**src/hdl/chrl_pkg.sv**
```systemverilog
// ----------------------------------------------------------------------------
// chrl_pkg
// Types, codes and key mixing steps shared by the ring lookup unit.
// ----------------------------------------------------------------------------
package chrl_pkg;

   localparam int unsigned SECTION_W   = 16;
   localparam int unsigned SPLIT_W     = 10;
   localparam int unsigned HASH_W      = 32;
   localparam int unsigned KEY_W       = 64;
   localparam int unsigned KEY_LEN_W   = 8;
   localparam int unsigned QUEUE_DEPTH = 2;   // power of two

   localparam logic [KEY_LEN_W-1:0] KEY_LEN_FULL = 8'd8;
   localparam logic [KEY_LEN_W-1:0] KEY_LEN_MIN  = 8'd5;
   localparam logic [KEY_LEN_W-1:0] KEY_LEN_MAX  = 8'd7;

   typedef enum logic [1:0] {
      CMD_LOAD = 2'd0,
      CMD_KEY  = 2'd1,
      CMD_MIX  = 2'd2,
      CMD_RAW  = 2'd3
   } cmd_type;

   typedef enum logic [1:0] {
      ST_OK      = 2'd0,
      ST_BAD_KEY = 2'd1,
      ST_EMPTY   = 2'd2,
      ST_SKIP    = 2'd3
   } status_type;

   // work handed from front to back
   typedef enum logic [1:0] {
      OP_LOAD,
      OP_SEARCH,
      OP_BAD_KEY
   } op_type;

   typedef enum logic [1:0] {
      MIX_A,
      MIX_B,
      MIX_C
   } mix_step_type;

   typedef enum logic [1:0] {
      FE_IDLE,
      FE_MIX,
      FE_PUSH
   } fe_state_type;

   typedef enum logic [2:0] {
      BE_IDLE,
      BE_FIRST,
      BE_LAST,
      BE_PROBE,
      BE_NODE
   } be_state_type;

   typedef struct packed {
      cmd_type                cmd;
      logic [KEY_W-1:0]       key_bytes;
      logic [KEY_LEN_W-1:0]   key_len;
      logic [HASH_W-1:0]      lookup_value;
      logic [HASH_W-1:0]      entry_hash;
      logic [SECTION_W-1:0]   entry_node;
   } req_type;

   typedef struct packed {
      logic [SECTION_W-1:0]   section;
      logic [SPLIT_W-1:0]     split_index;
      status_type             status;
   } rsp_type;

   // value carries the search word, or the ring hash for a load
   typedef struct packed {
      op_type                 op;
      logic [HASH_W-1:0]      value;
      logic [SECTION_W-1:0]   node;
   } qent_type;

   // integer mix, split in three add/xor-shift steps
   function automatic logic [HASH_W-1:0] mix_a(input logic [HASH_W-1:0] v);
      logic [HASH_W-1:0] t;
      t = v + ~(v << 15);
      return t ^ (t >> 10);
   endfunction

   function automatic logic [HASH_W-1:0] mix_b(input logic [HASH_W-1:0] v);
      logic [HASH_W-1:0] t;
      t = v + (v << 3);
      return t ^ (t >> 6);
   endfunction

   function automatic logic [HASH_W-1:0] mix_c(input logic [HASH_W-1:0] v);
      logic [HASH_W-1:0] t;
      t = v + ~(v << 11);
      return t ^ (t >> 16);
   endfunction

endpackage

```
**src/hdl/chrl_queue.sv**
```systemverilog
// ----------------------------------------------------------------------------
// chrl_queue
// Short register queue between front and back.
// ----------------------------------------------------------------------------
module chrl_queue (
   input  logic               clock,
   input  logic               reset,
   input  logic               q_push,
   output logic               q_full,
   input  chrl_pkg::qent_type q_wdata,
   input  logic               q_pop,
   output logic               q_empty,
   output chrl_pkg::qent_type q_rdata
);
   import chrl_pkg::*;

   localparam int unsigned PTR_W = $clog2(QUEUE_DEPTH);
   localparam int unsigned CNT_W = $clog2(QUEUE_DEPTH + 1);

   qent_type           slots_ff [QUEUE_DEPTH];
   logic [PTR_W-1:0]   wr_ptr_ff, wr_ptr_in;
   logic [PTR_W-1:0]   rd_ptr_ff, rd_ptr_in;
   logic [CNT_W-1:0]   count_ff, count_in;
   logic               do_push, do_pop;

   assign q_full  = (count_ff == CNT_W'(QUEUE_DEPTH));
   assign q_empty = (count_ff == '0);
   assign q_rdata = slots_ff[rd_ptr_ff];
   assign do_push = q_push && !q_full;
   assign do_pop  = q_pop && !q_empty;

   // pointer and fill bookkeeping
   always_comb begin
      wr_ptr_in = wr_ptr_ff;
      rd_ptr_in = rd_ptr_ff;
      count_in  = count_ff;
      if (do_push) begin
         wr_ptr_in = wr_ptr_ff + 1'b1;
      end
      if (do_pop) begin
         rd_ptr_in = rd_ptr_ff + 1'b1;
      end
      if (do_push && !do_pop) begin
         count_in = count_ff + 1'b1;
      end else if (do_pop && !do_push) begin
         count_in = count_ff - 1'b1;
      end
   end

   always_ff @(posedge clock) begin
      if (reset) begin
         wr_ptr_ff <= '0;
         rd_ptr_ff <= '0;
         count_ff  <= '0;
      end else begin
         wr_ptr_ff <= wr_ptr_in;
         rd_ptr_ff <= rd_ptr_in;
         count_ff  <= count_in;
      end
   end

   // entry storage
   always_ff @(posedge clock) begin
      if (do_push) begin
         slots_ff[wr_ptr_ff] <= q_wdata;
      end
   end

endmodule

```
**config.mk**
```make
export PLATFORM = sky130hd
export DESIGN_NAME = chrl_queue
export DESIGN_NICKNAME = d
export VERILOG_FILES = /design/src/hdl/chrl_pkg.sv /design/src/hdl/chrl_queue.sv
export SDC_FILE = /design/constraint.sdc
export NUM_CORES = 1
export LEC_CHECK = 0
export ABC_AREA = 1
export BUFFER_PORTS_ARGS = -buffer_cell sky130_fd_sc_hd__buf_2
export CAP_MARGIN = 20
export CORE_ASPECT_RATIO = 0.8
export CORE_MARGIN = 5
export CORE_UTILIZATION = 43
export DETAILED_ROUTE_END_ITERATION = 7
export MAX_ROUTING_LAYER = met4
export PLACE_DENSITY = 0.67
export SKIP_LAST_GASP = 1
export SLEW_MARGIN = 30
export SYNTH_ARGS = -nofsm -noshare
export SYNTH_HDL_FRONTEND = slang
export SYNTH_SLANG_ARGS = --single-unit
```
**constraint.sdc**
```tcl
create_clock -name clock -period 5 [get_ports clock]
set_clock_uncertainty 0.2 [all_clocks]
set_input_delay 1.5 -clock clock [delete_from_list [all_inputs] [get_ports clock]]
set_output_delay 1.5 -clock clock [all_outputs]
set_load 0.05 [all_outputs]
```
# ---- Word-level counts from Yosys, hierarchy flattened
# Memories as Yosys holds them, arrays and structs flattened. A register that Yosys moved wholly into a read port is not among the register bits.
# Cells that the tools add are included.
dict set report totals {
  register_bits 4
  latchBits 0
  ramBits 100
  romBits 0
  in_bits 54
  output_inout_bits 52
  memories 1
}
# name words width rd rd_ports_with_merged_regs write_ports line
set memory_table {}
lappend memory_table {slots_ff 2 50 1 1 1 chrl_queue.sv:20} ;# qent_type slots_ff [QUEUE_DEPTH];
dict set report classes {
  add_sub_neg 4
  n_mul 0
  div_mod_pow 0
  magnitude_cmp 0
  eq_ne 1
  shifts 0
  muxes 6
  n_bitwise 0
  reduce_logical 10
}
# op count
set op_table {}
lappend op_table {{$logic_and A1 B1 Y1} 4}
lappend op_table {{$logic_not A1 Y1} 4}
lappend op_table {{$mux W1} 4}
lappend op_table {{$mux W2} 2}
lappend op_table {{$add A1 B1 Y1 const B} 2}
lappend op_table {{$add A2 B1 Y2 const B} 1}
lappend op_table {{$eq A2 B2 Y1 const B} 1}
lappend op_table {{$logic_not A2 Y1} 1}
lappend op_table {{$reduce_bool A2 Y1} 1}
lappend op_table {{$sub A2 B1 Y2 const B} 1}

# ---- Depth between registers and ports, before layout
# Gate-level depths: netlist of run 1.
dict set report logic_depth {
  word_depth 7
  ltp_mapped 10
  mapped_depth_nobuf 10
}

# ---- Worst setup path after synthesis of run 1
# No wires, ideal clock.
dict set report synth_timing {
  kind {input to register}
  start {input q_push}
  end {memory slots_ff[0][0] (netlist bit), enable pin}
  setup_time_ns 0.458
  arrival_ns 3.668
  t_required_ns 4.342
  setup_slack_ns 0.675
  stages 2
  path_buffers 0
  path_cell_list {o21ai_2 nor2_1}
}
dict set report synth_between {
  elab_chain_len 3
}
# item line
set synth_rtl {}
lappend synth_rtl {{from (decl)} chrl_queue.sv:8} ;# input logic q_push,
lappend synth_rtl {{$logic_and A1 B1 Y1} chrl_queue.sv:29} ;# assign do_push = q_push && !q_full;
lappend synth_rtl {{$mux W1} chrl_queue.sv:64} ;# if (do_push) begin
lappend synth_rtl {{$mux W1 (not written as such)} chrl_queue.sv:65} ;# slots_ff[wr_ptr_ff] <= q_wdata;
lappend synth_rtl {{to (decl)} chrl_queue.sv:20}
# No other way between the ends.

==> results of run 1 <==
## sequential cells by signal (all words and copies together) (netlist names), named ones only
signal	count
count_ff	2
rd_ptr_ff	1
slots_ff	100
wr_ptr_ff	1
## layout by cell type (no fill, tap or decap)
cell | netlist | routed
o21ai_0 | 3 | 3
inv_6 | 0 | 2
bufinv_16 | 0 | 1
ha_1 | 1 | 1
clkinv_2 | 0 | 1
inv_1 | 8 | 8
clkinv_1 | 0 | 1
a21oi_1 | 1 | 1
clkinvlp_4 | 0 | 1
buf_4 | 0 | 2
mux2_4 | 50 | 50
dfxtp_4 | 0 | 1
dfxtp_1 | 5 | 4
clkbuf_8 | 0 | 1
nand4_1 | 1 | 1
nor2_4 | 0 | 2
nand3_1 | 1 | 1
buf_2 | 0 | 105
inv_2 | 1 | 1
o21ai_2 | 2 | 2
diode_2 | 0 | 1
clkbuf_16 | 0 | 9
edfxtp_1 | 100 | 100
nand2_1 | 4 | 4
and2_1 | 1 | 1
nor2_1 | 9 | 7
## worst max-delay path by stage
stage,from,end,slack (ps)
floorplan,q_push,slots_ff[0][0],670
finish,register,q_rdata[42],1350
CTS,register,q_rdata[42],1320
detailed placement,register,q_rdata[42],1700
global route,register,q_rdata[42],1270
global placement,register,q_rdata[42],1700
## cells by family after synthesis
logic type	count (synthesis)
AOI/OAI and AO/OA	6
adders and majority gates	1
buffers and inverters	15
DFF	105
muxes	50
and+or+nand+nor	16
## per-layer routing
layer,wire length [µm],global-route usage,up-vias,share of wire
met4,70,0.0467,0,0.010
met2,3350,0.196,66,0.50
met1,2760,0.130,971,0.41
met5,0,-,-,0
li1,-,-,963,-
met3,493,0.0576,10,0.074
## per-stage QoR
step	util	worst slack, ps	total power, mW
2_1_floorplan	-	675	2.04
3_3_place_gp	0.497	1700	2.18
3_5_place_dp	0.497	1700	2.20
4_1_cts	0.528	1320	2.90
5_1_grt	0.529	1270	2.99
6_report	0.529	1350	2.86
## tightest hold or removal path, delay by kind of cell, from the launching register on
family / cells / cell delay [ps]
flip-flops: 1 / 340
AND/OR/NAND/NOR: 2 / 160
## final cells by class
type                            count  area (µm²)  share of cell area
Tap cell                          119         149              0.0297
Antenna cell                        1        2.50            0.000499
Inverter                            9        33.8             0.00673
Multi-Input combinational cell     73         882               0.176
Clock buffer                       10         239              0.0476
Timing Repair Buffer              107         541               0.108
Clock inverter                      6        63.8              0.0127
Sequential cell                   105        3110               0.619
## power breakdown
| group | switching [mW] | total (mW) | internal, mW |
|---|---|---|---|
| Combinational | 0.634 | 0.949 | 0.316 |
| Clock | 0.296 | 0.698 | 0.402 |
| Sequential | 0.0999 | 1.21 | 1.11 |
==> out/qor.yml, run 1 <==
status: "finished, final reports clean"
timing.final.crit_share: 0.729
grtUsageTotal: 0.122
rows: 32
core_area_um2: 9490
hold_violations: 0
worstPathMaxFanout: 50
gp_congestion: 0.698
final_cell_area_um2: 5020
setup_viol: 0
syn2layout_area_growth_pct: 21.9
synth_edf_count: 100
cts_tree: "yes"
via_count: 2010
slew_headroom: 0.359
grt-ovfl-total: 0
nNetsFinal: 360
num-fill-cells: 780
h-tree-depth: 3
fmax_mhz: 274
leakagePower_nw: 1.99
drt_iter0_markers: 107
antenna_left: 0
cts_setup_buffers: 0
ff2ff_path_depth: 3
cp.depth: 2
ys_async_sr_fraction: 0
drive_gt1_frac: 0.574
cp-end-kind: "output pin"
cts_hold_buf: 0
crit_path_cell_trace: "mux2_4 -> buf_2"
start_util: 0.434
final_cells: 430
synth_compound_area_frac: 0.00912
place_area_um2: 4710
cts_resized: 0
cts_max_path_buffers: 2
peakVddDrop_mv: 0.307
regToRegSetupSlack_ps: 2890
min_to: "wr_ptr_ff"
first_pass_iters: 4
synthSimpleGateAreaFrac: 0.0161
path_class: "register to output pin"
arrival_ps: 1950
routed_via_density: 4.67
r2r_end: "slots_ff[0][2]"
wl_per_cell_um: 15.5
place_inst: 413
ys_top_cells_by_area: "edfxtp_1 73%, mux2_4 18%, buf_12 2.4%, dfxtp_1 2.4%, nor2_1 0.82%"
hp-class: "register to register"
cp-start-kind: "register"
final.min_clock_period_ps: 3650
critPathMaxStageDelay_ps: 970
syn_area_um2: 4120
tightest_slew_ps: 962
synth_mux_area_frac: 0.182
cap_violations: 0
clkLatencyLatePin_ps: 340
cts.sinks: 105
synth_area_leader_cell: "edfxtp_1"
syn_inst: 193
powerDensity_nw_per_um2: 570
cp.buffers_inverters: 1
reg2reg_from: "count_ff[0]"
synth_top_family_by_area: "multiplexers"
drc: 0
synth_warnings: 0
synth.avg_cell_area_um2: 21.3
worst_hold_slack_ps: 346
cts_buffers: 9
cp.required_ps: 3300
io_buffers: 105
yosysMostFrequentCell: "edfxtp_1"
dieArea_um2: 11600
syn-num-nets: 248
synthTopCellsByCount: "100 x edfxtp_1, 50 x mux2_4, 9 x nor2_1"
die_h_um: 97.5
pin_count: 106
wirelength_mm: 6.68
dp_hpwl_mm: 4.39
grt_max_degree: 51
ys_seq_area_frac: 0.754
path_delay_family: "flip-flops"
synth-seq-cells: 105
min_path_cells: 2
synth_fa_ha_area_frac: 0.00304
clk_pin_slew_ps: 70
yosysTopAreaCellShare: 0.730
clockRootBuffer: "clkbuf_16"
synth_ff_type: "edfxtp_1"
rsz0062_at_grt: "false"
grt_pass1_vias: 2091
synth_xor_area_frac: 0
drv_slew: 0
die_w_um: 119
cp_slowest_cell: "dfxtp_4"
synth_cell_types: 16
grt_first_pass_wirelength_mm: 10.4
antenna_found_initial: 1
hold_start: "wr_ptr_ff"
setup_tns_ps: 0
No activity file was read; power rests on OpenSTA's default activity.
==> run 2, diff against run 1 <==
--- a/config.mk
+++ b/config.mk
@@ -5,7 +5,7 @@
 export SDC_FILE = /design/constraint.sdc
 export NUM_CORES = 1
 export LEC_CHECK = 0
-export ABC_AREA = 1
+export ABC_AREA = 0
 export BUFFER_PORTS_ARGS = -buffer_cell sky130_fd_sc_hd__buf_2
 export CAP_MARGIN = 20
 export CORE_ASPECT_RATIO = 0.8
@@ -13,7 +13,7 @@
 export CORE_UTILIZATION = 43
 export DETAILED_ROUTE_END_ITERATION = 7
 export MAX_ROUTING_LAYER = met4
-export PLACE_DENSITY = 0.67
+export PLACE_DENSITY = 0.7
 export SKIP_LAST_GASP = 1
 export SLEW_MARGIN = 30
 export SYNTH_ARGS = -nofsm -noshare
==> constraint.sdc (replaced) <==
create_clock -name clock -period 3 [get_ports clock]
set_clock_uncertainty 0.2 [all_clocks]
set_input_delay 0.9 -clock clock [delete_from_list [all_inputs] [get_ports clock]]
set_output_delay 0.9 -clock clock [all_outputs]
set_load 0.05 [all_outputs]
==> run 2 against run 1 <==
Sequential power rose by 59%; routed wire length grew 4.0%; utilization rose by 2.6 points; cell area decreased by 5.4%; critical path type unchanged; largest power group unchanged.
==> out/qor.yml, run 2 <==
status: "finished, final reports clean"
clockRootBuffer: "clkbuf_8"
synth-seq-cells: 105
via_count: 1999
rows: 30
syn-num-nets: 236
core_area_um2: 8560
tightest_slew_ps: 409
total_power_mw: 4.56
clk_pin_slew_ps: 90
mostFrequentLayoutCells: "105 x buf_2, 100 x edfxtp_1, 46 x mux2_2"
yosysMostFrequentCell: "edfxtp_1"
final_cell_area_um2: 4750
synth.avg_cell_area_um2: 21.1
first_pass_iters: 4
top_regs: "slots_ff x100, count_ff x2"
clkPwrFrac: 0.200
rsz0062_at_grt: "false"
top_register: "slots_ff"
final_common_cell: "buf_2"
grt_pass1_vias: 2155
switchingPower_mw: 1.75
place_area_um2: 4530
grt-ovfl-total: 0
drc: 0
synth_area_leader_cell: "edfxtp_1"
seqPwrFrac: 0.421
grt_first_pass_wirelength_mm: 10.8
syn2layout_area_growth_pct: 24.5
cap_violations: 0
cts_hold_buf: 0
powerDensity_nw_per_um2: 960
synth_warnings: 0
pin_count: 106
cts_setup_buffers: 0
antenna_found_initial: 1
cts_buffers: 9
nNetsFinal: 352
cp-end-kind: "output pin"
drt_iter0_markers: 70
cts.sinks: 105
grt_max_degree: 31
setup_tns_ps: 0
h-tree-depth: 3
cts_resized: 0
gp_congestion: 0.731
start_util: 0.445
slew_headroom: 0.728
worst_hold_slack_ps: 302
cts_tree: "yes"
pwr-share-comb: 0.379
hp-class: "register to register"
antenna_left: 0
cp.buffers_inverters: 2
dp_hpwl_mm: 4.79
worstPathMaxFanout: 20
ys_async_sr_fraction: 0
ys_seq_area_frac: 0.814
path_class: "register to output pin"
drive_gt1_frac: 0.576
synth_cell_types: 15
internal_power_mw: 2.81
critPathMaxStageDelay_ps: 560
synth_ff_type: "edfxtp_1"
routed_via_density: 4.82
cp_slowest_cell: "dfxtp_2"
dieArea_um2: 10900
syn_area_um2: 3810
drv_slew: 0
wl_per_cell_um: 16.7
syn_inst: 181
final_cells: 415
timing.final.crit_share: 0.940
yosysTopAreaCellShare: 0.788
synth_edf_count: 100
hold_violations: 0
synthTopCellsByCount: "100 x edfxtp_1, 46 x mux2_2, 5 x buf_2, 5 x dfxtp_1, 5 x nor2_1"
grtUsageTotal: 0.136
final.min_clock_period_ps: 2820
leakagePower_nw: 1.77
p_sw_frac: 0.384
place_inst: 398
io_buffers: 105
peakVddDrop_mv: 0.632
fmax_mhz: 355
setup_viol: 0
crit_path_cell_trace: "buf_12 -> mux2_2 -> buf_2"
ys_top_cells_by_area: "edfxtp_1 79%, mux2_2 14%, dfxtp_1 2.6%, mux2_1 1.2%, xor2_1 0.69%"
die_w_um: 115
cp.required_ps: 1900
cp-start-kind: "register"
cts_max_path_buffers: 2
largest_reg_flops: 100
die_h_um: 94.2
path_delay_family: "flip-flops"
clkLatencyLatePin_ps: 350
wirelength_mm: 6.94
arrival_ps: 1720
[run 2: power by group through the flow]
stage	registers, mW	logic [mW]	clock network, mW
2_1_floorplan	1.92	1.35	0
3_3_place_gp	1.94	1.73	0
3_5_place_dp	1.96	1.74	0
4_1_cts	1.92	1.75	0.940
5_1_grt	1.94	1.82	1.01
6_report	1.92	1.73	0.911
[run 2: layout make-up]
class / count / area [µm²]
diodes: 1 / 2.50
clock inverters: 5 / 80.1
repair buffers: 111 / 608
inverters: 2 / 7.51
well taps: 112 / 140
fillers: 701 / 3810
clock buffers: 11 / 131
multi-input cells: 68 / 674
flip-flops and latches: 105 / 3100
[run 2: logic make-up (layout without fill, tap and decap cells)]
| family | count (synthesis) | in the layout | synth area share |
|---|---|---|---|
| flip-flops | 105 | 105 | 0.814 |
| multiplexers | 50 | 50 | 0.148 |
| AND/OR/NAND/NOR | 9 | 9 | 0.0121 |
| buffers and inverters | 8 | 129 | 0.00952 |
| AO/OA/AOI/OAI | 5 | 5 | 0.00656 |
| XOR/XNOR | 3 | 3 | 0.00689 |
| adder cells (fa/ha/maj) | 1 | 1 | 0.00328 |
| other | 0 | 1 | 0 |
[run 2: stage by stage]
stage	util	setup slack [ps]
finish	0.555	180
global placement	0.530	562
CTS	0.555	126
global route	0.555	102
floorplan	-	104
detailed placement	0.530	552
[run 2: worst min-delay path, cell delays in order (launching register included)]
cell,delay [ps]
dfxtp_1,330
o21ai_0,70
a21oi_1,60
[run 2: worst paths after layout]
check,depth (start not counted),from,slack (ps),end
min reg2reg,2,wr_ptr_ff,300,wr_ptr_ff
max reg2reg,4,count_ff[1],1130,slots_ff[0][14]
min,2,wr_ptr_ff,300,wr_ptr_ff
max,3,register,180,q_rdata[27]
[run 2: layer usage]
metal | wire length (µm) | up-vias | track usage
met4 | 40 | 0 | 0.0381
met2 | 3140 | 87 | 0.206
li1 | - | 944 | -
met1 | 2900 | 963 | 0.160
met5 | 0 | - | -
met3 | 864 | 5 | 0.0689
==> run 3, diff against run 2 <==
==> constraint.sdc (replaced) <==
create_clock -name clock -period 3 [get_ports clock]
set_clock_uncertainty 0.2 [all_clocks]
set_input_delay 0.9 -clock clock [delete_from_list [all_inputs] [get_ports clock]]
set_output_delay 0.9 -clock clock [all_outputs]
set_load 0.005 [all_outputs]
==> run 3 against run 2 <==
Clock-buffer cell count is 1 lower; global-route usage is 0.15 points higher; critical endpoint is now q_rdata[49]; critical path depth stayed put; largest cell class unchanged; hold slack worse by 6.9 ps; cell area is 0.95% lower; final cell count stayed put; critical path type unchanged.
==> out/qor.yml, run 3 (same netlist as run 2, synthesis figures left out) <==
clkPwrFrac: 0.217
wl_per_cell_um: 16.5
antenna_found_initial: 1
regToRegSetupSlack_ps: 1130
rsz0062_at_grt: "false"
tightest_slew_ps: 429
seqCellArea_um2: 3100
arrival_ps: 1660
dieArea_um2: 10900
place_inst: 398
cp-end-kind: "output pin"
die_w_um: 115
place_area_um2: 4520
core_area_um2: 8560
multiInputGateArea_um2: 674
drv_slew: 0
cap_violations: 0
hold_violations: 0
critPathMaxStageDelay_ps: 530
io_buffers: 105
final_cell_area_um2: 4700
dp_hpwl_mm: 4.73
path_class: "register to output pin"
via_count: 1997
met3_length_um: 798
status: "finished, final reports clean"
antenna_left: 0
leakagePower_nw: 1.75
setup_viol: 0
fmax_mhz: 362
first_pass_iters: 4
highest_layer: "met4"
timing.final.crit_share: 0.920
grt_max_degree: 31
rows: 30
pin_count: 106
syn2layout_area_growth_pct: 23.4
cts_setup_buffers: 0
min_path_cells: 2
h-tree-depth: 3
largest_reg_flops: 100
cts_buffers: 9
hp-class: "register to register"
cp-start-kind: "register"
mostFrequentLayoutCells: "105 x buf_2, 100 x edfxtp_1, 46 x mux2_2"
min_to: "wr_ptr_ff"
r2r_end: "slots_ff[0][14]"
cts.sinks: 105
wl_met2_mm: 3.11
internal_power_mw: 2.63
final.min_clock_period_ps: 2760
dp_slack_ps: 585
worstPathMaxFanout: 12
start_util: 0.445
final_common_cell: "buf_2"
switchingPower_mw: 0.977
grt-ovfl-total: 0
routed_via_density: 4.81
gp_congestion: 0.742
drc: 0
cts_max_path_buffers: 2
clkLatencyLatePin_ps: 360
cp.required_ps: 1900
wirelength_mm: 6.84
seqPwrFrac: 0.530
clk_pin_slew_ps: 90
drt_iter0_markers: 58
crit_path_cell_trace: "buf_4 -> mux2_1 -> buf_2"
setup_tns_ps: 0
drive_gt1_frac: 0.583
reg2reg_from: "count_ff[1]"
slew_headroom: 0.714
die_h_um: 94.2
cts_tree: "yes"
cp_slowest_cell: "dfxtp_2"
grt_first_pass_wirelength_mm: 10.9
top_regs: "slots_ff x100, count_ff x2"
worst_slack_ps: 241
grt_pass1_vias: 2163
drt-met1-wl_mm: 2.87
top_register: "slots_ff"
ff2ff_path_depth: 4
peakVddDrop_mv: 0.397
cts_hold_buf: 0
powerDensity_nw_per_um2: 767
pwr-share-comb: 0.253
num-fill-cells: 686
p_sw_frac: 0.271
grtUsageTotal: 0.137
nNetsFinal: 352
hold_start: "wr_ptr_ff"
clockRootBuffer: "clkbuf_8"
final_cells: 415
final_core_util: 0.550
cts_resized: 0
-- run 3: layout make-up --
cell class,count,share of cell area
flip-flops and latches,105,0.660
diodes,1,0.000532
multi-input cells,68,0.143
inverters,2,0.00160
clock buffers,10,0.0271
clock inverters,6,0.0109
repair buffers,111,0.127
well taps,112,0.0298
-- run 3: power by group through the flow --
stage          logic, mW  clock network (mW)  registers [mW]
6_report           0.911               0.783            1.91
3_3_place_gp       0.926                   0            1.94
3_5_place_dp       0.929                   0            1.95
4_1_cts            0.936               0.817            1.92
2_1_floorplan      0.539                   0            1.92
5_1_grt             1.00               0.886            1.94
-- run 3: per-layer routing --
layer  vias up  global-route usage
met5         -                   -
met4         0              0.0381
met3         8              0.0676
met2        88               0.203
met1       965               0.168
li1        936                   -
-- run 3: how the worst max path moves through the flow --
stage               slack, ps              end      from  cells after the start
floorplan                 110   slots_ff[1][0]    q_push                      3
global placement          590  slots_ff[0][13]    q_push                      5
detailed placement        590  slots_ff[0][13]    q_push                      5
CTS                       200      q_rdata[49]  register                      3
global route              140      q_rdata[49]  register                      3
finish                    240      q_rdata[49]  register                      3
-- run 3: through the flow --
| stage | power [mW] | hold slack (ps) |
|---|---|---|
| after floorplan | 2.46 | 252 |
| after global placement | 2.87 | 272 |
| after detailed placement | 2.88 | 282 |
| after CTS | 3.67 | 296 |
| after global routing | 3.83 | 342 |
| final | 3.61 | 296 |
-- run 3: critical path: cells and delay by family, from the launching register on --
family,cells,cell delay [ps]
buffers and inverters,2,390
flip-flops,1,530
multiplexers,1,380
