<file path="config.mk">
export PLATFORM = sky130hd
export DESIGN_NAME = chrl_front
export DESIGN_NICKNAME = d
export VERILOG_FILES = /design/src/hdl/chrl_pkg.sv /design/src/hdl/chrl_front.sv
export SDC_FILE = /design/constraint.sdc
export NUM_CORES = 1
export LEC_CHECK = 0
export BUFFER_PORTS_ARGS = -buffer_cell sky130_fd_sc_hd__buf_4
export CORE_UTILIZATION = 45
export DETAILED_ROUTE_END_ITERATION = 6
export MAX_ROUTING_LAYER = met4
export PLACE_DENSITY = 0.68
export SETUP_SLACK_MARGIN = 0.3
export SYNTH_ARGS = -nofsm -noshare
export SYNTH_HDL_FRONTEND = slang
export SYNTH_SLANG_ARGS = --single-unit
</file>
<file path="constraint.sdc">
create_clock -name clock -period 5 [get_ports clock]
set_input_delay 1.25 -clock clock [delete_from_list [all_inputs] [get_ports clock]]
set_output_delay 1.25 -clock clock [all_outputs]
set_load 0.05 [all_outputs]
</file>
<file path="src/hdl/chrl_pkg.sv">
// ----------------------------------------------------------------------------
// chrl_pkg
// Types, codes and key mixing steps shared by the ring lookup unit.
// ----------------------------------------------------------------------------
package chrl_pkg;

   localparam int unsigned SECTION_W   = 16;
   localparam int unsigned SPLIT_W     = 10;
   localparam int unsigned HASH_W      = 32;
   localparam int unsigned KEY_W       = 64;
   localparam int unsigned KEY_LEN_W   = 8;
   localparam int unsigned QUEUE_DEPTH = 2;   // power of two

   localparam logic [KEY_LEN_W-1:0] KEY_LEN_FULL = 8'd8;
   localparam logic [KEY_LEN_W-1:0] KEY_LEN_MIN  = 8'd5;
   localparam logic [KEY_LEN_W-1:0] KEY_LEN_MAX  = 8'd7;

   typedef enum logic [1:0] {
      CMD_LOAD = 2'd0,
      CMD_KEY  = 2'd1,
      CMD_MIX  = 2'd2,
      CMD_RAW  = 2'd3
   } cmd_type;

   typedef enum logic [1:0] {
      ST_OK      = 2'd0,
      ST_BAD_KEY = 2'd1,
      ST_EMPTY   = 2'd2,
      ST_SKIP    = 2'd3
   } status_type;

   // work handed from front to back
   typedef enum logic [1:0] {
      OP_LOAD,
      OP_SEARCH,
      OP_BAD_KEY
   } op_type;

   typedef enum logic [1:0] {
      MIX_A,
      MIX_B,
      MIX_C
   } mix_step_type;

   typedef enum logic [1:0] {
      FE_IDLE,
      FE_MIX,
      FE_PUSH
   } fe_state_type;

   typedef enum logic [2:0] {
      BE_IDLE,
      BE_FIRST,
      BE_LAST,
      BE_PROBE,
      BE_NODE
   } be_state_type;

   typedef struct packed {
      cmd_type                cmd;
      logic [KEY_W-1:0]       key_bytes;
      logic [KEY_LEN_W-1:0]   key_len;
      logic [HASH_W-1:0]      lookup_value;
      logic [HASH_W-1:0]      entry_hash;
      logic [SECTION_W-1:0]   entry_node;
   } req_type;

   typedef struct packed {
      logic [SECTION_W-1:0]   section;
      logic [SPLIT_W-1:0]     split_index;
      status_type             status;
   } rsp_type;

   // value carries the search word, or the ring hash for a load
   typedef struct packed {
      op_type                 op;
      logic [HASH_W-1:0]      value;
      logic [SECTION_W-1:0]   node;
   } qent_type;

   // integer mix, split in three add/xor-shift steps
   function automatic logic [HASH_W-1:0] mix_a(input logic [HASH_W-1:0] v);
      logic [HASH_W-1:0] t;
      t = v + ~(v << 15);
      return t ^ (t >> 10);
   endfunction

   function automatic logic [HASH_W-1:0] mix_b(input logic [HASH_W-1:0] v);
      logic [HASH_W-1:0] t;
      t = v + (v << 3);
      return t ^ (t >> 6);
   endfunction

   function automatic logic [HASH_W-1:0] mix_c(input logic [HASH_W-1:0] v);
      logic [HASH_W-1:0] t;
      t = v + ~(v << 11);
      return t ^ (t >> 16);
   endfunction

endpackage

</file>
<file path="src/hdl/chrl_front.sv">
// ----------------------------------------------------------------------------
// chrl_front
// Takes a request, classifies it, folds or mixes the key, queues the work.
// ----------------------------------------------------------------------------
module chrl_front (
   input  logic              clock,
   input  logic              reset,
   input  logic              req_push,
   output logic              req_full,
   input  chrl_pkg::req_type req_data,
   output logic              q_push,
   input  logic              q_full,
   output chrl_pkg::qent_type q_wdata
);
   import chrl_pkg::*;

   fe_state_type state_ff, state_in;
   mix_step_type step_ff, step_in;
   qent_type     ent_ff, ent_in;

   // state and work registers
   always_ff @(posedge clock) begin
      if (reset) begin
         state_ff <= FE_IDLE;
      end else begin
         state_ff <= state_in;
      end
   end

   always_ff @(posedge clock) begin
      step_ff <= step_in;
      ent_ff  <= ent_in;
   end

   // classify, mix, hand over
   always_comb begin
      state_in = state_ff;
      step_in  = step_ff;
      ent_in   = ent_ff;
      q_push   = 1'b0;
      q_wdata  = ent_ff;
      req_full = (state_ff != FE_IDLE);

      unique case (state_ff)
         FE_IDLE: begin
            if (req_push) begin
               ent_in.op    = OP_SEARCH;
               ent_in.value = req_data.lookup_value;
               ent_in.node  = req_data.entry_node;
               step_in      = MIX_A;
               state_in     = FE_PUSH;
               unique case (req_data.cmd)
                  CMD_LOAD: begin
                     ent_in.op    = OP_LOAD;
                     ent_in.value = req_data.entry_hash;
                  end
                  CMD_KEY: begin
                     if (req_data.key_len == KEY_LEN_FULL) begin
                        ent_in.value = req_data.key_bytes[HASH_W-1:0] ^
                                       req_data.key_bytes[KEY_W-1:HASH_W];
                     end else if (req_data.key_len >= KEY_LEN_MIN &&
                                  req_data.key_len <= KEY_LEN_MAX) begin
                        ent_in.value = req_data.key_bytes[HASH_W-1:0];
                        state_in     = FE_MIX;
                     end else begin
                        ent_in.op = OP_BAD_KEY;
                     end
                  end
                  CMD_MIX: begin
                     state_in = FE_MIX;
                  end
                  CMD_RAW: begin
                     state_in = FE_PUSH;
                  end
                  default: begin
                     ent_in.op = OP_BAD_KEY;
                  end
               endcase
            end
         end

         // one add/xor-shift pair per cycle
         FE_MIX: begin
            unique case (step_ff)
               MIX_A: begin
                  ent_in.value = mix_a(ent_ff.value);
                  step_in      = MIX_B;
               end
               MIX_B: begin
                  ent_in.value = mix_b(ent_ff.value);
                  step_in      = MIX_C;
               end
               MIX_C: begin
                  ent_in.value = mix_c(ent_ff.value);
                  state_in     = FE_PUSH;
               end
               default: begin
                  step_in = MIX_A;
               end
            endcase
         end

         FE_PUSH: begin
            if (!q_full) begin
               q_push   = 1'b1;
               state_in = FE_IDLE;
            end
         end

         default: begin
            state_in = FE_IDLE;
         end
      endcase
   end

endmodule

</file>
Word-level counts from Yosys, hierarchy flattened
Index checks and enable logic that the tools add are counted.
{ "word_totals": {"regBits": 54, "output_inout_bits": 52, "wordCells": 57, "input_bits": 158} }
{ "classes": {"n_lt_le_gt_ge": 2, "bitwise": 6, "eq_ne": 12, "n_reduce_logical": 10, "n_addsub": 3, "muxes": 19} }
{ "ops": {"columns": ["operator", "count"], "rows": [
  ["adder 32 bit", 3],
  ["one-hot mux 32 bit (3 select lines)", 1],
  ["one-hot mux 34 bit (2 select lines)", 1],
  ["2-to-1 mux 32 bit", 2],
  ["NOT 32 bit", 2],
  ["one-hot mux 32 bit (2 select lines)", 1],
  ["2-to-1 mux 48 bit", 1],
  ["bitwise XOR 32 x 16 -> 32 bit", 1],
  ["bitwise XOR 32 x 22 -> 32 bit", 1],
  ["bitwise XOR 32 x 26 -> 32 bit", 1],
  ["bitwise XOR 32 bit", 1],
  ["2-to-1 mux 2 bit", 7],
  ["one-hot mux 2 bit (3 select lines)", 2],
  ["AND reduction 3 bit", 3],
  ["== test 8 x 4 -> 1 bit (second input constant)", 1],
  [">= comparator 8 x 3 -> 1 bit (second input constant)", 1],
  ["less-or-equal comparator 8 x 3 -> 1 bit (second input constant)", 1],
  ["one-hot mux 2 bit (2 select lines)", 2],
  ["== test 2 x 1 -> 1 bit (second input constant)", 3],
  ["== test 2 bit (second input constant)", 3],
  ["logical NOT 2 bit", 3],
  ["inequality test 2 bit (second input constant)", 3],
  ["inequality test 4 x 1 -> 1 bit (second input constant)", 1],
  ["nonzero test 2 bit", 2],
  ["other kinds (4)", 5]
]} }

Longest topological paths before layout
Gate-level depths: netlist of run 1.
{ "logic_depth": {"ltp_word": 7, "depth_mapped": 11, "depth_no_buf": 11} }

Worst setup path after synthesis of run 1
OpenSTA, ideal clock, no wires.
{ "synth_path": {"path_type": "register to register", "start": "register step_ff[0]", "end": "register ent_ff (netlist bit q_wdata[16]) (enable)", "setup_ns": 0.470, "t_arrival_ns": 3.754, "path_stages_with_launch": 7, "slack_ns": 0.776, "path_buffers": 2, "synth_period_minus_slack_ns": 4.224, "required_time_ns": 4.530, "cell_sequence": "edfxtp_1 inv_1 ha_1 clkbuf_1 buf_1 nor3_1 a211oi_1"} }
{ "synth_via": {"elab_chain_cells": 3, "word_cells_on_any_way": 5, "classes_between": "3 x eq/ne; 2 x reduce/logical"} }
{ "synth_lines": {"columns": ["item", "line_no", "source"], "rows": [
  ["start: declaration", "chrl_front.sv:18", "mix_step_type step_ff, step_in;"],
  ["start signal: assignment", "chrl_front.sv:31", "step_ff <= step_in;"],
  ["== test 2 bit, or another cell as far along", "chrl_front.sv:84", "unique case (step_ff)"],
  ["inequality test 4 x 1 -> 1 bit (no source line) (*)", null, null],
  ["AND reduction 3 bit (no source line) (*)", null, null],
  ["end signal: assignment", "chrl_front.sv:32", "ent_ff <= ent_in;"],
  ["end: declaration", "chrl_front.sv:19", "qent_type ent_ff, ent_in;"]
]} }
Every way passes the cells marked *; elsewhere a longest branch is shown, timed or not.
A chain may end at the register's enable or synchronous reset.

==> results_dict.tcl, run 1 <==
set metrics [dict create \
    cp.arrival_ns 4.23 \
    finalCritPeriodShare_pct 83.6 \
    cp_cell_sequence "inv_1 -> ha_1 -> a21o_1 -> a31oi_1 -> o31ai_1 -> mux2i_1 -> nand3_1 -> o211a_1 -> a2111oi_0 -> buf_4 -> o22ai_1" \
    synth_xor_area_share_pct 11.8 \
    worst_pin_slew_ns 0.977 \
    grt_max_degree 43 \
    synth-adder-area-share_pct 9.88 \
    first_pass_iters 6 \
    clk_pin_slew_ns 0.08 \
    first_global_vias 9883 \
    synth_compound_area_share_pct 37.1 \
    final_hold_viol_count 0 \
    cts_resized 0 \
    design_area_um2 11300 \
    synth_ff_type "edfxtp_1" \
    placed_area_um2 11100 \
    area_delta_synth_final_pct 21.2 \
    setup_viol 0 \
    power.leakage_uw 0.00468 \
    slowest_stage "edfxtp_1" \
    yosys.area_share.simple_pct 17.9 \
    rsz0062_at_grt "no" \
    synth_top_cell_area_share_pct 16.7 \
    hold_path_class "flip-flop to flip-flop" \
    antenna_found_initial 2 \
    slew_headroom_pct 34.4 \
    design.core.area_um2 20300 \
    path_max_fanout 9 \
    placed_cells_incl_taps 1599 \
    startpoint_type "flip-flop" \
    vias_per_cell 6.63 \
    ir_worst_vdd_uv 170 \
    grt_usage_pct 37.7 \
    maxCapViolCount 0 \
    finalNetCount 1567 \
    hp-start "state_ff[1]$_SDFFE_PP0P_" \
    start_util_pct 45.9 \
    synth_nets 1407 \
    path_class "flip-flop to flip-flop" \
    synth_edf_count 52 \
    synthMuxAreaShare_pct 1.37 \
    clock_sinks 54 \
    cpPeakStageDelay_ns 0.79 \
    end_kind "flip-flop" \
    cts_tree "yes" \
    drv_slew 0 \
    post_cts_buffers 0 \
    status "finished, final reports clean" \
    rr_startpoint "q_wdata[29]$_DFFE_PP_" \
    synth.area.top_cells "edfxtp_1 17%, ha_1 9.7%, xnor2_1 6.5%" \
    rows 52 \
    fillers 2018 \
    vias 10700 \
    cts_inserted_buffers 5 \
    powerDensity_nw_per_um2 313 \
    antenna_left 0 \
    path_buf_inv 2 \
    yosysTopAreaCell "edfxtp_1" \
    cts-htree-levels 2 \
    layout-drive-gt1-share_pct 21.9 \
    netlist_area_um2 9320 \
    fin_hold_ws_ns 0.699 \
    critical_path.top_delay_family "compound AO/OA/AOI/OAI gates" \
    final.min_clock_period_ns 4.18 \
    io_pins 210 \
    drc 0 \
    wl_per_cell_um 24.8 \
    ys_async_sr_fraction_pct 0 \
    gp_congestion 1.03 \
    first_iter_violations 1042 \
    p_total_uw 3530 \
    grt_overflow 0 \
    yosys_warnings 0 \
    clkLatencyLatePin_ns 0.30 \
    routed_wl_um 39900 \
    required_ns 5.05 \
    fin_skew_ns 0.00527 \
    ys_seq_elements 54 \
    root_buffer "clkbuf_16" \
    die_h_um 146 \
    die_area_um2 21300 \
    clockBufferDepth 2 \
    clock.fmax_mhz 239 \
    instances_no_fill 1608 \
    final.setup.tns_ns 0 \
    die_w_um 146 \
    ys_seq_area_share_pct 17.2 \
    avgSynthCellArea_um2 7.93 \
    startpoint "q_wdata[29]$_DFFE_PP_" \
    portBuffers 209 \
    grt_pass1_wl_um 59600 \
    synth.distinct_cells 85 \
    synthCells 1176 \
    synth_top_family_by_area "compound AO/OA/AOI/OAI gates" \
    dp_hpwl_um 32000 \
    hold_buffers 0 \
]
==> synthesized netlist by cell type (all sizes together), types with 4 or more instances <==
cell	n
nand2	71
edfxtp	52
nand3b	4
and2	16
o221ai	10
o2111ai	5
or3	10
a22o	5
a22oi	13
a2111oi	9
nand3	31
or2	7
and4	6
nand2b	14
clkbuf	73
nor4	8
a21o	20
a211oi	19
xor2	36
a31o	5
a21oi	83
o221a	28
a21boi	5
inv	42
a311oi	5
o21ai	74
o22ai	20
a221oi	35
and3	21
nand4	13
nor2	70
nor4b	5
o211a	4
ha	72
o211ai	16
a31oi	45
o21a	44
nor2b	9
xnor3	8
o31ai	6
a211o	6
mux2i	9
o21bai	6
nor3	26
xnor2	69
==> worst paths after layout <==
check	cells after the start	slack (ns)	to
worst max-delay path	11	0.82	q_wdata[29]$_DFFE_PP_
worst min-delay path	4	0.70	state_ff[1]$_SDFFE_PP0P_
worst max register to register	11	0.82	q_wdata[29]$_DFFE_PP_
worst min register to register	4	0.70	state_ff[1]$_SDFFE_PP0P_
==> worst reg2reg max path: cells and delay by family, from the launching register on <==
kind / cells / cell delay [ns]
simple gates: 1 / 0.19
mux: 1 / 0.24
buf+inv: 2 / 0.44
fa+ha+maj: 1 / 0.51
compound gates: 6 / 1.77
flops: 1 / 0.79
==> flip-flops by register name, summed over array words and instances (netlist names) <==
name / cells
q_wdata: 50
state_ff: 2
step_ff: 2
==> routing by layer <==
| layer | up-vias | track usage [%] | wire length, um |
|---|---|---|---|
| met5 | - | - | 0 |
| met1 | 5050 | 50.8 | 17000 |
| met3 | 74 | 4.01 | 3430 |
| met4 | 0 | 12.2 | 1280 |
| met2 | 596 | 59.0 | 18200 |
| li1 | 4940 | - | - |
==> area by class of cell <==
type                       instances  area [um2]  area share [%]
timing repair buffer             229        1720            15.2
clock inverter                     2        38.8           0.343
inverter                          43         161            1.43
clock buffer                       6         139            1.23
antenna                            1        2.50          0.0221
tap                              270         338            2.99
multi-input combinational       1003        7300            64.6
sequential                        54        1600            14.2
==> cell usage in the layout, fill, tap and decap left out, types with 36 or more instances in the layout <==
cell type,Yosys,layout
buf_4,0,229
a21oi_1,82,82
ha_1,72,72
nand2_1,71,71
nor2_1,70,69
xnor2_1,69,69
o21ai_0,62,62
edfxtp_1,52,52
o21a_1,44,44
a31oi_1,43,43
inv_1,41,41
xor2_1,36,36
==> where the power goes <==
part,switching (uW),leakage [uW],internal (uW)
clock,178,0.0000875,253
sequential,104,0.000529,551
combinational,1510,0.00407,939
total,1790,0.00468,1740
==> kinds of logic after synthesis <==
family / Yosys count
AOI/OAI and AO/OA: 485
xor gates and xnor gates: 113
adders and majority gates: 73
buffers and inverters: 119
DFF: 54
muxes: 12
and+or+nand+nor: 320
==> metrics by stage <==
stage          utilization [%]  setup WS (ns)
4_1_cts                   55.7          0.959
5_1_grt                   55.7          0.766
3_5_place_dp              54.8          0.759
6_report                  55.7          0.820
3_3_place_gp              54.8          0.799
2_1_floorplan                -          0.776
(Power assumes the default switching activity.)
==> run 2, diff against run 1 <==
==> constraint.sdc (replaced) <==
create_clock -name clock -period 4.2 [get_ports clock]
set_input_delay 1.05 -clock clock [delete_from_list [all_inputs] [get_ports clock]]
set_output_delay 1.05 -clock clock [all_outputs]
set_load 0.05 [all_outputs]
==> run 2 against run 1 <==
Compared with the run above: critical endpoint is now q_wdata[25]$_DFFE_PP_; sequential share of layout area is 0.081 points lower; register-to-register slack worse by 0.35 ns; clock power is 7.4% higher; cell count is 0.62% higher; non-clock buffer count is 11 higher; flip-flop and latch count stayed put; maximum frequency is 12% higher; via count is 1.2% higher.
==> results_dict.tcl, run 2 (synthesis gave the netlist of run 1 again) <==
set metrics [dict create \
    status "finished, final reports clean" \
    finalCritPeriodShare_pct 88.7 \
    largest_reg_flops 50 \
    rsz0062_at_grt "no" \
    area_delta_synth_final_pct 21.9 \
    portBuffers 209 \
    die_area_um2 21300 \
    pwr-share-clk_pct 11.1 \
    die_h_um 146 \
    layout-drive-gt1-share_pct 22.6 \
    startpoint_type "flip-flop" \
    hold_path_class "flip-flop to flip-flop" \
    ir_worst_vdd_uv 179 \
    maxCapViolCount 0 \
    finalNetCount 1578 \
    power_switching_uw 2150 \
    grt_pass1_wl_um 59500 \
    start_util_pct 45.9 \
    mostFrequentLayoutCells "240 x buf_4, 82 x a21oi_1, 72 x ha_1, 71 x nand2_1" \
    clockBufferDepth 2 \
    final.min_clock_period_ns 3.73 \
    slew_headroom_pct 37.1 \
    clkLatencyLatePin_ns 0.31 \
    multiInputGateArea_um2 7310 \
    cts-htree-levels 2 \
    first_global_vias 10100 \
    gp_congestion 1.07 \
    io_pins 210 \
    wl_per_cell_um 24.3 \
    path_class "flip-flop to flip-flop" \
    end_kind "flip-flop" \
    seq_area_um2 1600 \
    vias_per_cell 6.67 \
    antenna_left 0 \
    power.leakage_uw 0.00473 \
    switching_share_pct 51.4 \
    dp_hpwl_um 31600 \
    p_int_uw 2030 \
    n_antenna_cell 0 \
    first_pass_iters 6 \
    layout_commonest_cell "buf_4" \
    seq_power_share_pct 18.0 \
    clock_sinks 54 \
    cts_tree "yes" \
    final.setup.tns_ns 0 \
    fin_skew_ns 0.00882 \
    fillers 2008 \
    powerDensity_nw_per_um2 367 \
    grt_usage_pct 37.2 \
    drv_slew 0 \
    clock.fmax_mhz 268 \
    grt_overflow 0 \
    hold_buffers 0 \
    setup_viol 0 \
    cts_inserted_buffers 5 \
    instances_no_fill 1618 \
    rows 52 \
    required_ns 4.25 \
    antenna_found_initial 0 \
    grt_max_degree 44 \
    root_buffer "clkbuf_16" \
    pwr-share-comb_pct 70.9 \
    drc 0 \
    worst_pin_slew_ns 0.929 \
    final_hold_viol_count 0 \
    path_max_fanout 7 \
    cp.arrival_ns 3.78 \
    die_w_um 146 \
    placed_cells_incl_taps 1610 \
    design.core.area_um2 20300 \
    clk_pin_slew_ns 0.09 \
    routed_wl_um 39300 \
    first_iter_violations 1127 \
    vias 10800 \
]
[run 2: worst max-delay path, stage by stage, from the launching register on]
cell      delay, ns
edfxtp_1       0.66
ha_1           0.52
nand2_1        0.08
o21ai_1        0.28
buf_4          0.20
and3_1         0.19
nor3_2         0.08
o311ai_1       0.83
xor2_1         0.19
a221oi_1       0.34
o31ai_1        0.10
[run 2: routing by layer]
metal | up-vias | global-route usage (%) | share of wire (%) | wire length (um)
met5 | - | - | 0 | 0
met4 | 0 | 16.5 | 4.6 | 1790
met3 | 105 | 5.58 | 9.4 | 3690
met2 | 671 | 57.6 | 45 | 17500
met1 | 5073 | 48.0 | 42 | 16300
li1 | 4944 | - | - | -
[run 2: power groups by stage]
stage,Clock (uW),Combinational (uW),Sequential [uW]
floorplan,0,1810,877
global placement,0,2850,756
detailed placement,0,2850,758
CTS,461,2870,745
global route,475,3140,751
finish,462,2960,750
[run 2: what timing repair did]
item | CTS | global route
resized for setup | 0 | 2
endpoints found under the setup margin | 0 | 2
setup buffers | 0 | 0
[run 2: stage by stage]
stage / utilization [%] / hold slack (ns) / total power (uW) / setup WS, ns / cell area (um2)
floorplan: - / 0.617 / 2680 / 0.500 / 9330
global placement: 55.2 / 0.704 / 3600 / 0.589 / 11200
detailed placement: 55.2 / 0.704 / 3610 / 0.517 / 11200
CTS: 55.9 / 0.717 / 4080 / 0.475 / 11400
global route: 56.0 / 0.818 / 4360 / 0.287 / 11400
finish: 56.0 / 0.729 / 4170 / 0.473 / 11400
[run 2: worst paths after layout]
kind                         endpoint                startpoint  depth (start not counted)  slack [ns]
min reg2reg  state_ff[1]$_SDFFE_PP0P_  state_ff[0]$_SDFFE_PP0P_                          3        0.73
max reg2reg     q_wdata[25]$_DFFE_PP_     q_wdata[30]$_DFFE_PP_                         10        0.47
min          state_ff[1]$_SDFFE_PP0P_  state_ff[0]$_SDFFE_PP0P_                          3        0.73
max             q_wdata[25]$_DFFE_PP_     q_wdata[30]$_DFFE_PP_                         10        0.47
[run 2: layout make-up]
class | instances | area share, %
inverter | 43 | 1.42
tap | 270 | 2.97
clock inverter | 3 | 0.253
timing repair buffer | 240 | 15.9
clock buffer | 5 | 1.10
multi-input combinational | 1003 | 64.3
sequential | 54 | 14.1
==> run 3, diff against run 2 <==
--- a/config.mk
+++ b/config.mk
@@ -6,10 +6,10 @@
 export NUM_CORES = 1
 export LEC_CHECK = 0
 export BUFFER_PORTS_ARGS = -buffer_cell sky130_fd_sc_hd__buf_4
-export CORE_UTILIZATION = 45
+export CORE_UTILIZATION = 55
 export DETAILED_ROUTE_END_ITERATION = 6
 export MAX_ROUTING_LAYER = met4
-export PLACE_DENSITY = 0.68
+export PLACE_DENSITY = 0.81
 export SETUP_SLACK_MARGIN = 0.3
 export SYNTH_ARGS = -nofsm -noshare
 export SYNTH_HDL_FRONTEND = slang
==> run 3 against run 2 <==
Compared with the run above: the run now ends with DRC left; global-route usage is 8.4 points higher; hold slack better by 0.012 ns; largest cell class unchanged; combinational power hardly changed; sequential share of layout area hardly changed; maximum frequency is 0.78% lower; final area is 0.22% lower; first-iteration DRC count is 29% higher; routed wire length is 0.55% higher; clock skew is 0.0027 ns higher; die area is 18% lower; critical endpoint is now q_wdata[34]$_DFFE_PP_; clock-buffer cell count is 1 higher.
==> results_dict.tcl, run 3 (synthesis gave the netlist of run 1 again) <==
set metrics [dict create \
    finalNetCount 1582 \
    cts_tree "yes" \
    powerDensity_nw_per_um2 369 \
    cp.arrival_ns 3.87 \
    drc 7 \
    finalCritPeriodShare_pct 89.4 \
    pwr-share-comb_pct 71.2 \
    final.min_clock_period_ns 3.76 \
    pwr-share-clk_pct 10.6 \
    fillers 1463 \
    die_h_um 132 \
    grt_max_degree 43 \
    rrSetupSlack_ns 0.44 \
    startpoint_type "flip-flop" \
    seq_area_um2 1600 \
    wl_per_cell_um 25.1 \
    status "complete, but fails checks" \
    post-place-ws_ns 0.336 \
    clk_pin_slew_ns 0.08 \
    largest_reg_flops 50 \
    cp_cell_sequence "buf_4 -> inv_1 -> ha_1 -> nor4b_1 -> and4_1 -> o2111ai_1 -> a31o_1 -> o2111ai_1 -> or3b_1 -> mux2_4 -> o32ai_1" \
    mostFrequentLayoutCells "244 x buf_4, 82 x a21oi_1, 72 x ha_1, 71 x nand2_1" \
    layout_commonest_cell "buf_4" \
    grt_overflow 0 \
    slowest_stage "edfxtp_1" \
    multiInputGateArea_um2 7310 \
    placed_cells_incl_taps 1558 \
    final_hold_viol_count 0 \
    clkLatencyLatePin_ns 0.31 \
    dp_hpwl_um 31300 \
    switching_share_pct 51.7 \
    die_area_um2 17500 \
    gp_congestion 1.12 \
    design.core.area_um2 16600 \
    path_buf_inv 2 \
    worstSetupEndpoint "q_wdata[34]$_DFFE_PP_" \
    critical_path.top_delay_family "simple AND/OR/NAND/NOR gates" \
    start_util_pct 56.2 \
    design_area_um2 11300 \
    drv_slew 0 \
    crit_cells 11 \
    area_delta_synth_final_pct 21.6 \
    placed_area_um2 11100 \
    rr_startpoint "q_wdata[16]$_DFFE_PP_" \
    top_usage_layer "met2" \
    slew_headroom_pct 48.3 \
    violations "DRC" \
    ir_worst_vdd_uv 186 \
    hold_path_class "flip-flop to flip-flop" \
    clock_sinks 54 \
    cpPeakStageDelay_ns 0.45 \
    first_pass_iters 7 \
    cts-htree-levels 2 \
    met2_usage_pct 68.9 \
    setup_viol 0 \
    clock.fmax_mhz 266 \
    portBuffers 209 \
    path_class "flip-flop to flip-flop" \
    rsz0062_at_grt "no" \
    first_global_vias 10300 \
    antenna_found_initial 3 \
    end_kind "flip-flop" \
    power_switching_uw 2160 \
    required_ns 4.31 \
    antenna_left 0 \
    root_buffer "clkbuf_16" \
    path_max_fanout 5 \
    fin_ws_ns 0.444 \
    vias_per_cell 7.11 \
    io_pins 210 \
    worst_pin_slew_ns 0.770 \
    met1_usage_pct 58.2 \
    power.leakage_uw 0.00474 \
    hold_buffers 0 \
    grt_usage_pct 45.6 \
    startpoint "q_wdata[16]$_DFFE_PP_" \
    p_int_uw 2020 \
    r2r-end "q_wdata[34]$_DFFE_PP_" \
    cts_inserted_buffers 5 \
    fin_skew_ns 0.0115 \
    routed_wl_um 39500 \
    layout-drive-gt1-share_pct 22.9 \
    seq_power_share_pct 18.2 \
    first_iter_violations 1458 \
    maxCapViolCount 0 \
    cpMostUsedCell "o2111ai_1" \
    use_met3_pct 8.00 \
    instances_no_fill 1576 \
    r2r_cells 11 \
    final.setup.tns_ns 0 \
    vias 11200 \
    die_w_um 132 \
    rows 47 \
    grt_pass1_wl_um 59700 \
    clockBufferDepth 2 \
]
-- run 3: cell type report --
| type | count | share of cell area, % |
|---|---|---|
| flip-flops and latches | 54 | 14.1 |
| clock inverters | 2 | 0.121 |
| repair buffers | 244 | 16.2 |
| inverters | 43 | 1.46 |
| diodes | 4 | 0.0883 |
| multi-input cells | 1003 | 64.5 |
| clock buffers | 6 | 1.14 |
| well taps | 220 | 2.43 |
-- run 3: metrics by stage --
step	power (uW)	hold WS [ns]	util [%]
after global routing	4350	0.782	68.4
after global placement	3580	0.693	67.1
after detailed placement	3600	0.720	67.1
after CTS	4040	0.726	67.9
final	4180	0.741	68.4
after floorplan	2680	0.617	-
-- run 3: worst min-delay path, delay by kind of cell (launching register included) --
kind	cells	cell delay [ns]
AO/OA/AOI/OAI	2	0.20
flip-flops	1	0.38
AND/OR/NAND/NOR	2	0.13
-- run 3: layer usage --
layer	vias to the layer above	wire [um]
li1	4992	-
met1	5220	15300
met2	824	17500
met3	167	4440
met4	0	2340
met5	-	0
-- run 3: worst min path at each step --
| stage | startpoint | endpoint | depth (start not counted) |
|---|---|---|---|
| floorplan | state_ff[1]$_SDFFE_PP0P_ | state_ff[1]$_SDFFE_PP0P_ | 4 |
| global placement | state_ff[0]$_SDFFE_PP0P_ | state_ff[1]$_SDFFE_PP0P_ | 3 |
| detailed placement | state_ff[0]$_SDFFE_PP0P_ | state_ff[1]$_SDFFE_PP0P_ | 3 |
| CTS | state_ff[1]$_SDFFE_PP0P_ | state_ff[1]$_SDFFE_PP0P_ | 4 |
| global route | state_ff[1]$_SDFFE_PP0P_ | state_ff[1]$_SDFFE_PP0P_ | 4 |
| finish | state_ff[1]$_SDFFE_PP0P_ | state_ff[1]$_SDFFE_PP0P_ | 4 |
-- run 3: power groups by stage --
stage / sequential (uW) / combinational [uW] / clock, uW
final: 761 / 2980 / 444
after global placement: 765 / 2820 / 0
after global routing: 759 / 3140 / 450
after floorplan: 877 / 1810 / 0
after detailed placement: 767 / 2830 / 0
after CTS: 755 / 2850 / 436
-- run 3: what timing repair did --
| item | in CTS | in global routing |
|---|---|---|
| setup endpoints to repair | 0 | 3 |
| setup buffers | 0 | 6 |
| gates resized for setup | 0 | 3 |
